[config.mk]
export PLATFORM = sky130hd
export DESIGN_NAME = divisor_count_and_sum_unit
export DESIGN_NICKNAME = d
export VERILOG_FILES = /design/src/hw/rtl/dcs_pkg.sv /design/src/hw/rtl/dcs_div.sv /design/src/hw/rtl/dcs_mul.sv /design/src/hw/rtl/dcs_datapath.sv /design/src/hw/rtl/dcs_ctrl.sv /design/src/hw/rtl/divisor_count_and_sum_unit.sv
export SDC_FILE = /design/constraint.sdc
export NUM_CORES = 1
export LEC_CHECK = 0
export ABC_AREA = 1
export BUFFER_PORTS_ARGS = -buffer_cell sky130_fd_sc_hd__clkbuf_2
export CAP_MARGIN = 0
export CORE_ASPECT_RATIO = 1.4
export CORE_MARGIN = 2
export CORE_UTILIZATION = 30
export CTS_BUF_LIST = sky130_fd_sc_hd__clkbuf_4 sky130_fd_sc_hd__clkbuf_8
export DETAILED_ROUTE_END_ITERATION = 8
export GPL_TIMING_DRIVEN = 1
export PLACE_DENSITY_LB_ADDON = 0.08
export SLEW_MARGIN = 20
export SYNTH_ARGS = -nofsm -noshare
export SYNTH_HDL_FRONTEND = slang
export SYNTH_HIERARCHICAL = 1
export SYNTH_SLANG_ARGS = --single-unit
[constraint.sdc]
create_clock -name aclk -period 7.2 [get_ports aclk]
set_input_delay 0.36 -clock aclk [delete_from_list [all_inputs] [get_ports aclk]]
set_output_delay 0.36 -clock aclk [all_outputs]
set_load 0.05 [all_outputs]
[src/hw/rtl/dcs_pkg.sv]
// Package for the divisor count and sum unit: result widths, saturation limits,
// controller states, and the command and status structs between controller and datapath.
// No dependencies.
package dcs_pkg;

    localparam int COUNT_BITS = 12;
    localparam int SUM_BITS   = 34;

    localparam logic [COUNT_BITS-1:0] COUNT_MAX = '1;
    localparam logic [SUM_BITS-1:0]   SUM_MAX   = '1;

    typedef enum logic [2:0] {
        ST_IDLE,
        ST_CHECK,
        ST_DIV,
        ST_MUL_TERM,
        ST_MUL_SUM,
        ST_LEFT,
        ST_MUL_LEFT,
        ST_FINISH
    } dcs_state_t;

    typedef enum logic [1:0] {
        MUL_TERM_CAND,
        MUL_SUM_TERM,
        MUL_SUM_LEFT
    } mul_sel_t;

    typedef struct packed {
        logic     load;
        logic     div_start;
        logic     mul_start;
        mul_sel_t mul_sel;
        logic     take_quot;
        logic     term_update;
        logic     sum_update;
        logic     count_by_exp;
        logic     count_by_two;
        logic     next_cand;
        logic     out_load;
    } dcs_cmd_t;

    typedef struct packed {
        logic sq_above;
        logic rem_zero;
        logic exp_found;
        logic n_above_one;
        logic div_done;
        logic mul_done;
    } dcs_sts_t;

endpackage

[src/hw/rtl/dcs_div.sv]
// Iterative restoring divider, one quotient bit per cycle.
// Depends on nothing but its parameters.
module dcs_div #(
    parameter int DIVIDEND_BITS = 31,
    parameter int DIVISOR_BITS  = 17
) (
    input  logic                     aclk,
    input  logic                     aresetn,
    input  logic                     start,
    input  logic [DIVIDEND_BITS-1:0] dividend,
    input  logic [DIVISOR_BITS-1:0]  divisor,
    output logic [DIVIDEND_BITS-1:0] quotient,
    output logic [DIVISOR_BITS-1:0]  remainder,
    output logic                     done
);

    localparam int CNT_W = $clog2(DIVIDEND_BITS);

    logic                     busy_reg;
    logic                     done_reg;
    logic [CNT_W-1:0]         cnt_reg;
    logic [DIVISOR_BITS-1:0]  rem_reg;
    logic [DIVISOR_BITS-1:0]  dsr_reg;
    logic [DIVIDEND_BITS-1:0] quo_reg;

    logic [DIVISOR_BITS:0]    shifted;
    logic [DIVISOR_BITS:0]    diff;
    logic                     ge;
    logic [DIVISOR_BITS-1:0]  rem_next;

    always_comb begin
        shifted  = {rem_reg, quo_reg[DIVIDEND_BITS-1]};
        ge       = shifted >= {1'b0, dsr_reg};
        diff     = shifted - {1'b0, dsr_reg};
        rem_next = ge ? diff[DIVISOR_BITS-1:0] : shifted[DIVISOR_BITS-1:0];
    end

    always_ff @(posedge aclk) begin
        if (!aresetn) begin
            busy_reg <= 1'b0;
            done_reg <= 1'b0;
        end else begin
            done_reg <= 1'b0;
            if (start) begin
                busy_reg <= 1'b1;
            end else if (busy_reg && cnt_reg == CNT_W'(DIVIDEND_BITS - 1)) begin
                busy_reg <= 1'b0;
                done_reg <= 1'b1;
            end
        end
    end

    always_ff @(posedge aclk) begin
        if (start) begin
            cnt_reg <= '0;
            rem_reg <= '0;
            dsr_reg <= divisor;
            quo_reg <= dividend;
        end else if (busy_reg) begin
            cnt_reg <= cnt_reg + 1'b1;
            rem_reg <= rem_next;
            quo_reg <= {quo_reg[DIVIDEND_BITS-2:0], ge};
        end
    end

    assign quotient  = quo_reg;
    assign remainder = rem_reg;
    assign done      = done_reg;

endmodule

[src/hw/rtl/dcs_mul.sv]
// Saturating shift-and-add multiplier, one multiplier bit per cycle, MSB first.
// Depends on dcs_pkg for the sum width and its saturation limit.
module dcs_mul
    import dcs_pkg::*;
(
    input  logic                aclk,
    input  logic                aresetn,
    input  logic                start,
    input  logic [SUM_BITS-1:0] op_a,
    input  logic [SUM_BITS-1:0] op_b,
    output logic [SUM_BITS-1:0] product,
    output logic                done
);

    localparam int CNT_W = $clog2(SUM_BITS);

    logic                busy_reg;
    logic                done_reg;
    logic [CNT_W-1:0]    cnt_reg;
    logic [SUM_BITS-1:0] a_reg;
    logic [SUM_BITS-1:0] b_reg;
    logic [SUM_BITS-1:0] acc_reg;

    logic [SUM_BITS+1:0] step;
    logic [SUM_BITS-1:0] acc_next;

    always_comb begin
        step = {1'b0, acc_reg, 1'b0}
             + (b_reg[SUM_BITS-1] ? {2'b00, a_reg} : {(SUM_BITS+2){1'b0}});
        acc_next = (step > {2'b00, SUM_MAX}) ? SUM_MAX : step[SUM_BITS-1:0];
    end

    always_ff @(posedge aclk) begin
        if (!aresetn) begin
            busy_reg <= 1'b0;
            done_reg <= 1'b0;
        end else begin
            done_reg <= 1'b0;
            if (start) begin
                busy_reg <= 1'b1;
            end else if (busy_reg && cnt_reg == CNT_W'(SUM_BITS - 1)) begin
                busy_reg <= 1'b0;
                done_reg <= 1'b1;
            end
        end
    end

    always_ff @(posedge aclk) begin
        if (start) begin
            cnt_reg <= '0;
            a_reg   <= op_a;
            b_reg   <= op_b;
            acc_reg <= '0;
        end else if (busy_reg) begin
            cnt_reg <= cnt_reg + 1'b1;
            b_reg   <= {b_reg[SUM_BITS-2:0], 1'b0};
            acc_reg <= acc_next;
        end
    end

    assign product = acc_reg;
    assign done    = done_reg;

endmodule

[src/hw/rtl/dcs_datapath.sv]
// Datapath: remaining value, candidate and its square, running count, sum and
// prime-power term, plus the shared divider and multiplier and the result register.
// Depends on dcs_pkg, dcs_div and dcs_mul.
module dcs_datapath
    import dcs_pkg::*;
#(
    parameter int VALUE_BITS = 31
) (
    input  logic                  aclk,
    input  logic                  aresetn,
    input  dcs_cmd_t              cmd,
    output dcs_sts_t              sts,
    input  logic [VALUE_BITS-1:0] s_value,
    output logic [COUNT_BITS-1:0] m_divisor_count,
    output logic [SUM_BITS-1:0]   m_divisor_sum
);

    localparam int CAND_BITS = (VALUE_BITS + 1) / 2 + 1;
    localparam int SQ_BITS   = VALUE_BITS + 1;
    localparam int EP_BITS   = $clog2(VALUE_BITS + 2);
    localparam int NP1_BITS  = (VALUE_BITS > SUM_BITS) ? VALUE_BITS + 1 : SUM_BITS + 1;
    localparam int CP_BITS   = COUNT_BITS + EP_BITS;

    logic [VALUE_BITS-1:0] n_reg,     n_next;
    logic [CAND_BITS-1:0]  cand_reg,  cand_next;
    logic [SQ_BITS-1:0]    sq_reg,    sq_next;
    logic [EP_BITS-1:0]    ep1_reg,   ep1_next;
    logic [SUM_BITS-1:0]   term_reg,  term_next;
    logic [COUNT_BITS-1:0] count_reg, count_next;
    logic [SUM_BITS-1:0]   sum_reg,   sum_next;
    logic [COUNT_BITS-1:0] out_count_reg;
    logic [SUM_BITS-1:0]   out_sum_reg;

    logic [VALUE_BITS-1:0] quotient;
    logic [CAND_BITS-1:0]  remainder;
    logic                  div_done;
    logic [SUM_BITS-1:0]   product;
    logic                  mul_done;
    logic [SUM_BITS-1:0]   mul_a;
    logic [SUM_BITS-1:0]   mul_b;

    logic [NP1_BITS-1:0]   n_plus;
    logic [SUM_BITS-1:0]   n_plus_sat;
    logic [EP_BITS-1:0]    count_factor;
    logic [CP_BITS-1:0]    count_prod;
    logic [COUNT_BITS-1:0] count_sat;
    logic                  nonzero;

    dcs_div #(
        .DIVIDEND_BITS(VALUE_BITS),
        .DIVISOR_BITS (CAND_BITS)
    ) u_div (
        .aclk     (aclk),
        .aresetn  (aresetn),
        .start    (cmd.div_start),
        .dividend (n_reg),
        .divisor  (cand_reg),
        .quotient (quotient),
        .remainder(remainder),
        .done     (div_done)
    );

    dcs_mul u_mul (
        .aclk   (aclk),
        .aresetn(aresetn),
        .start  (cmd.mul_start),
        .op_a   (mul_a),
        .op_b   (mul_b),
        .product(product),
        .done   (mul_done)
    );

    always_comb begin
        n_plus     = NP1_BITS'(n_reg) + NP1_BITS'(1);
        n_plus_sat = (n_plus >= NP1_BITS'(SUM_MAX)) ? SUM_MAX : n_plus[SUM_BITS-1:0];

        case (cmd.mul_sel)
            MUL_TERM_CAND: begin
                mul_a = term_reg;
                mul_b = SUM_BITS'(cand_reg);
            end
            MUL_SUM_TERM: begin
                mul_a = sum_reg;
                mul_b = term_reg;
            end
            MUL_SUM_LEFT: begin
                mul_a = sum_reg;
                mul_b = n_plus_sat;
            end
            default: begin
                mul_a = sum_reg;
                mul_b = term_reg;
            end
        endcase

        count_factor = cmd.count_by_two ? EP_BITS'(2) : ep1_reg;
        count_prod   = CP_BITS'(count_reg) * CP_BITS'(count_factor);
        count_sat    = (count_prod > CP_BITS'(COUNT_MAX)) ? COUNT_MAX
                                                          : count_prod[COUNT_BITS-1:0];
        nonzero      = s_value != '0;
    end

    always_comb begin
        n_next     = n_reg;
        cand_next  = cand_reg;
        sq_next    = sq_reg;
        ep1_next   = ep1_reg;
        term_next  = term_reg;
        count_next = count_reg;
        sum_next   = sum_reg;

        if (cmd.load) begin
            n_next     = s_value;
            cand_next  = CAND_BITS'(2);
            sq_next    = SQ_BITS'(4);
            ep1_next   = EP_BITS'(1);
            term_next  = SUM_BITS'(1);
            count_next = COUNT_BITS'(nonzero);
            sum_next   = SUM_BITS'(nonzero);
        end else begin
            if (cmd.take_quot) begin
                n_next   = quotient;
                ep1_next = ep1_reg + 1'b1;
            end
            if (cmd.term_update) begin
                term_next = (product == SUM_MAX) ? SUM_MAX : product + 1'b1;
            end
            if (cmd.count_by_exp || cmd.count_by_two) begin
                count_next = count_sat;
            end
            if (cmd.sum_update) begin
                sum_next = product;
            end
            if (cmd.next_cand) begin
                cand_next = cand_reg + 1'b1;
                sq_next   = sq_reg + SQ_BITS'({cand_reg, 1'b1});
                ep1_next  = EP_BITS'(1);
                term_next = SUM_BITS'(1);
            end
        end
    end

    always_ff @(posedge aclk) begin
        n_reg     <= n_next;
        cand_reg  <= cand_next;
        sq_reg    <= sq_next;
        ep1_reg   <= ep1_next;
        term_reg  <= term_next;
        count_reg <= count_next;
        sum_reg   <= sum_next;
        if (cmd.out_load) begin
            out_count_reg <= count_reg;
            out_sum_reg   <= sum_reg;
        end
    end

    always_comb begin
        sts.sq_above    = sq_reg > SQ_BITS'(n_reg);
        sts.rem_zero    = remainder == '0;
        sts.exp_found   = ep1_reg > EP_BITS'(1);
        sts.n_above_one = n_reg > VALUE_BITS'(1);
        sts.div_done    = div_done;
        sts.mul_done    = mul_done;
    end

    assign m_divisor_count = out_count_reg;
    assign m_divisor_sum   = out_sum_reg;

endmodule

[src/hw/rtl/dcs_ctrl.sv]
// Controller state machine that sequences the trial division and the handshakes.
// Depends on dcs_pkg for the state enum and the command and status structs.
module dcs_ctrl
    import dcs_pkg::*;
(
    input  logic     aclk,
    input  logic     aresetn,
    input  logic     s_valid,
    output logic     s_ready,
    output logic     m_valid,
    input  logic     m_ready,
    input  dcs_sts_t sts,
    output dcs_cmd_t cmd
);

    dcs_state_t state_reg, state_next;
    logic       out_valid_reg, out_valid_next;
    logic       out_free;

    assign out_free = !out_valid_reg || m_ready;

    always_comb begin
        state_next = state_reg;
        case (state_reg)
            ST_IDLE: begin
                if (s_valid) state_next = ST_CHECK;
            end
            ST_CHECK: begin
                state_next = sts.sq_above ? ST_LEFT : ST_DIV;
            end
            ST_DIV: begin
                if (sts.div_done) begin
                    if (sts.rem_zero)       state_next = ST_MUL_TERM;
                    else if (sts.exp_found) state_next = ST_MUL_SUM;
                    else                    state_next = ST_CHECK;
                end
            end
            ST_MUL_TERM: begin
                if (sts.mul_done) state_next = ST_DIV;
            end
            ST_MUL_SUM: begin
                if (sts.mul_done) state_next = ST_CHECK;
            end
            ST_LEFT: begin
                state_next = sts.n_above_one ? ST_MUL_LEFT : ST_FINISH;
            end
            ST_MUL_LEFT: begin
                if (sts.mul_done) state_next = ST_FINISH;
            end
            ST_FINISH: begin
                if (out_free) state_next = ST_IDLE;
            end
            default: begin
                state_next = ST_IDLE;
            end
        endcase
    end

    always_comb begin
        cmd     = '0;
        s_ready = 1'b0;
        case (state_reg)
            ST_IDLE: begin
                s_ready  = 1'b1;
                cmd.load = s_valid;
            end
            ST_CHECK: begin
                cmd.div_start = !sts.sq_above;
            end
            ST_DIV: begin
                if (sts.div_done) begin
                    if (sts.rem_zero) begin
                        cmd.take_quot = 1'b1;
                        cmd.mul_start = 1'b1;
                        cmd.mul_sel   = MUL_TERM_CAND;
                    end else if (sts.exp_found) begin
                        cmd.count_by_exp = 1'b1;
                        cmd.mul_start    = 1'b1;
                        cmd.mul_sel      = MUL_SUM_TERM;
                    end else begin
                        cmd.next_cand = 1'b1;
                    end
                end
            end
            ST_MUL_TERM: begin
                cmd.term_update = sts.mul_done;
                cmd.div_start   = sts.mul_done;
            end
            ST_MUL_SUM: begin
                cmd.sum_update = sts.mul_done;
                cmd.next_cand  = sts.mul_done;
            end
            ST_LEFT: begin
                cmd.count_by_two = sts.n_above_one;
                cmd.mul_start    = sts.n_above_one;
                cmd.mul_sel      = MUL_SUM_LEFT;
            end
            ST_MUL_LEFT: begin
                cmd.sum_update = sts.mul_done;
            end
            ST_FINISH: begin
                cmd.out_load = out_free;
            end
            default: begin
                cmd = '0;
            end
        endcase
    end

    always_comb begin
        if (cmd.out_load) begin
            out_valid_next = 1'b1;
        end else if (m_ready) begin
            out_valid_next = 1'b0;
        end else begin
            out_valid_next = out_valid_reg;
        end
    end

    always_ff @(posedge aclk) begin
        if (!aresetn) begin
            state_reg     <= ST_IDLE;
            out_valid_reg <= 1'b0;
        end else begin
            state_reg     <= state_next;
            out_valid_reg <= out_valid_next;
        end
    end

    assign m_valid = out_valid_reg;

endmodule

[src/hw/rtl/divisor_count_and_sum_unit.sv]
// Top level of the divisor count and sum unit: controller plus datapath.
// Depends on dcs_pkg, dcs_ctrl and dcs_datapath.
//
// Each request carries a positive integer; the unit returns the number of its
// divisors and their exact sum, found by trial division with candidates 2, 3, ...
// while the candidate squared does not exceed the unfactored part. A value of zero
// returns a count and sum of zero. One request is processed at a time. Every
// candidate costs one pass of the bit-serial divider. Each occurrence of a prime
// factor adds one multiply and one more divider pass, and each distinct prime
// adds one more multiply. A finished result waits in the output register while
// the next request is accepted.
module divisor_count_and_sum_unit
    import dcs_pkg::*;
#(
    parameter int VALUE_BITS = 31
) (
    input  logic                  aclk,
    input  logic                  aresetn,
    input  logic                  s_valid,
    output logic                  s_ready,
    input  logic [VALUE_BITS-1:0] s_value,
    output logic                  m_valid,
    input  logic                  m_ready,
    output logic [COUNT_BITS-1:0] m_divisor_count,
    output logic [SUM_BITS-1:0]   m_divisor_sum
);

    dcs_cmd_t cmd;
    dcs_sts_t sts;

    dcs_ctrl u_ctrl (
        .aclk   (aclk),
        .aresetn(aresetn),
        .s_valid(s_valid),
        .s_ready(s_ready),
        .m_valid(m_valid),
        .m_ready(m_ready),
        .sts    (sts),
        .cmd    (cmd)
    );

    dcs_datapath #(
        .VALUE_BITS(VALUE_BITS)
    ) u_datapath (
        .aclk           (aclk),
        .aresetn        (aresetn),
        .cmd            (cmd),
        .sts            (sts),
        .s_value        (s_value),
        .m_divisor_count(m_divisor_count),
        .m_divisor_sum  (m_divisor_sum)
    );

endmodule

==> results.json <==
{
  "slew_headroom_pct": 30.6,
  "hold_path_class": "in2reg",
  "antenna_found_initial": 5,
  "fin_nets": 4187,
  "finalSetupTns_ps": 0,
  "rsz0062_at_grt": "false",
  "avgSynthCellArea_um2": 7.03,
  "io-pin-count": 83,
  "io_buffers": 82,
  "crit_required_ps": 7610,
  "ys_seq_area_share_pct": 36.6,
  "track_usage_pct": 21.0,
  "syn_inst": 3861,
  "async_reset_ff_share_pct": 0,
  "post-route-min-period_ps": 6630,
  "viasPerCell": 4.69,
  "grt_pass1_wl_um": 149000,
  "end_kind": "register",
  "status": "complete, no violations",
  "worst_setup_path_start_kind": "register",
  "synth-edff-count": 195,
  "worst_ir_drop_vdd_v": 0.000147,
  "area_delta_synth_final_pct": 13.2,
  "drc_errors": 0,
  "die_y_um": 360,
  "synth_area_um2": 27100,
  "syn_nets": 4075,
  "cts_buffer_depth": 3,
  "cts_tree": "done",
  "fmax_mhz": 151,
  "grt.overflow.total": 0,
  "clk_pin_slew_ps": 70,
  "routed_wl_um": 97200,
  "worstMarginPinSlew_ps": 1030,
  "synth-seq-cells": 398,
  "dr.pass1.iters": 5,
  "numClockSinks": 398,
  "ant_nets": 0,
  "place.detailed.hpwl_um": 74900,
  "period_share_pct": 92.1,
  "htree_num_levels": 3,
  "crit_arrival_ps": 7040,
  "grt_max_degree": 51,
  "rows": 130,
  "critical_path_class": "reg2reg",
  "path_common_cell": "nand2_1",
  "n_fill_cell": 9902,
  "grt_pass1_vias": 24798,
  "fp.dieW_um": 258,
  "ys_warn_count": 6,
  "start_util_pct": 30.3,
  "first_iter_violations": 1317,
  "cpMaxStageDelayCell": "fa_1",
  "setup_viol": 0,
  "place_congestion": 0.921,
  "p_total_mw": 7.85,
  "drive_gt1_share_pct": 10.7,
  "power_density_nw_per_um2": 256,
  "hold_violations": 0,
  "cts_root_buffer": "clkbuf_8",
  "leakage_nw": 14.8,
  "yosysUniqueCellTypes": 65,
  "clk-insertion-delay-late_ps": 740,
  "vias": 24506,
  "ff_latch_area_um2": 9920,
  "multi_input_area_um2": 14500,
  "crit_fanout": 12,
  "slew_violations": 0,
  "die_area_um2": 92900,
  "finalClockSkew_ps": 52.3,
  "wl_per_cell_um": 18.6,
  "cts_buffers": 75,
  "core_um2": 89600,
  "synth_top_flop_cell": "dfxtp_1",
  "cp_slowest_stage_delay_ps": 560,
  "worst_hold_slack_ps": 87.0,
  "maxCapViolCount": 0
}
## cells by family after synthesis
kind of cell	Yosys count	share of synthesized area, %
AOI/OAI and AO/OA	375	7.77
xor gates and xnor gates	63	2.03
adders and majority gates	179	9.47
buffers and inverters	693	10.2
DFF	398	36.6
and+or+nand+nor	2153	34.0
## where the power goes
group | total (mW) | internal, mW | leakage [nW] | switching [mW]
sequential | 3.10 | 2.78 | 3.45 | 0.325
combinational | 2.28 | 0.675 | 10.5 | 1.60
clock | 2.47 | 1.36 | 0.863 | 1.12
## synth_stat cells (30+ instances only)
cell	count	area, um^2
nand3_1	175	876
a21oi_1	152	761
nor2_1	391	1470
clkbuf_1	81	304
dfxtp_1	203	4060
o21ai_0	143	716
fa_1	44	881
xor2_1	30	263
nor3_1	65	325
inv_1	545	2050
nand4_1	73	457
nand2_1	1292	4850
edfxtp_1	195	5860
xnor2_1	33	289
ha_1	135	1690
## layout make-up
cell class | instances | share of cell area [%]
Multi-Input combinational cell | 2770 | 47.3
Sequential cell | 398 | 32.3
Inverter | 579 | 7.09
Tap cell | 1188 | 4.84
Clock buffer | 109 | 4.35
Timing Repair Buffer | 149 | 3.23
Clock inverter | 31 | 0.929
Antenna cell | 1 | 0.00815
## critical path, delay by kind of cell (launching register included)
family / cells / cell delay (ps)
simple gates: 18 / 2690
fa+ha+maj: 4 / 1920
buf+inv: 5 / 830
flops: 1 / 480
compound gates: 1 / 380
## stage by stage
stage	util [%]	instances	worst slack (ps)	cell area [um^2]
detailed placement	32.1	5052	595	28800
global placement	32.1	5052	772	28800
floorplan	-	3861	2080	27100
finish	34.3	5225	572	30700
CTS	34.3	5224	550	30700
global route	34.3	5225	28.0	30700
## per-layer routing
layer  wire [um]  vias up  share of wire, %  global-route usage [%]
met4        3100        4               3.2                    7.40
li1            -    12515                 -                       -
met1       39800    11385                41                    23.9
met2       51000      442                52                    39.8
met5          28        -             0.029                       0
met3        3190      160               3.3                    2.83
## placed cells by master, fill, tap and decap left out, types with 14 or more instances in the layout
| cell type | n |
|---|---|
| edfxtp_1 | 195 |
| nand4_1 | 73 |
| dfxtp_1 | 202 |
| fa_1 | 44 |
| clkbuf_8 | 83 |
| clkbuf_4 | 26 |
| clkbuf_2 | 82 |
| xor2_1 | 30 |
| dlygate4sd3_1 | 32 |
| nor3_1 | 64 |
| nand3_1 | 175 |
| buf_4 | 35 |
| nand2_1 | 1292 |
| a21oi_1 | 152 |
| clkinv_2 | 15 |
| o21ai_2 | 15 |
| inv_1 | 543 |
| ha_1 | 135 |
| nand2_2 | 20 |
| nor2_2 | 31 |
| or2_2 | 14 |
| nor4_1 | 22 |
| xnor2_1 | 33 |
| o21ai_0 | 140 |
| nor2_1 | 385 |
| inv_2 | 26 |
| nand3_2 | 15 |
## worst paths after layout
check | end | depth (start not counted) | slack (ps) | from
worst max register to register | u_datapath/count_reg[0] | 28 | 570 | u_datapath/n_reg[19]
worst min register to register | u_datapath/m_divisor_count[7] | 0 | 430 | u_datapath/count_reg[7]
worst min-delay path | u_datapath/n_reg[29] | 3 | 90 | s_value[29]
worst max-delay path | u_datapath/count_reg[0] | 28 | 570 | u_datapath/n_reg[19]
## timing repair
action	CTS	global route
resized for setup	0	1
buffers inserted	0	0
endpoints found under the hold margin	35	0
hold buffers	32	0
endpoints found under the setup margin	0	1
Note: power is estimated with default switching activity, not from simulation.
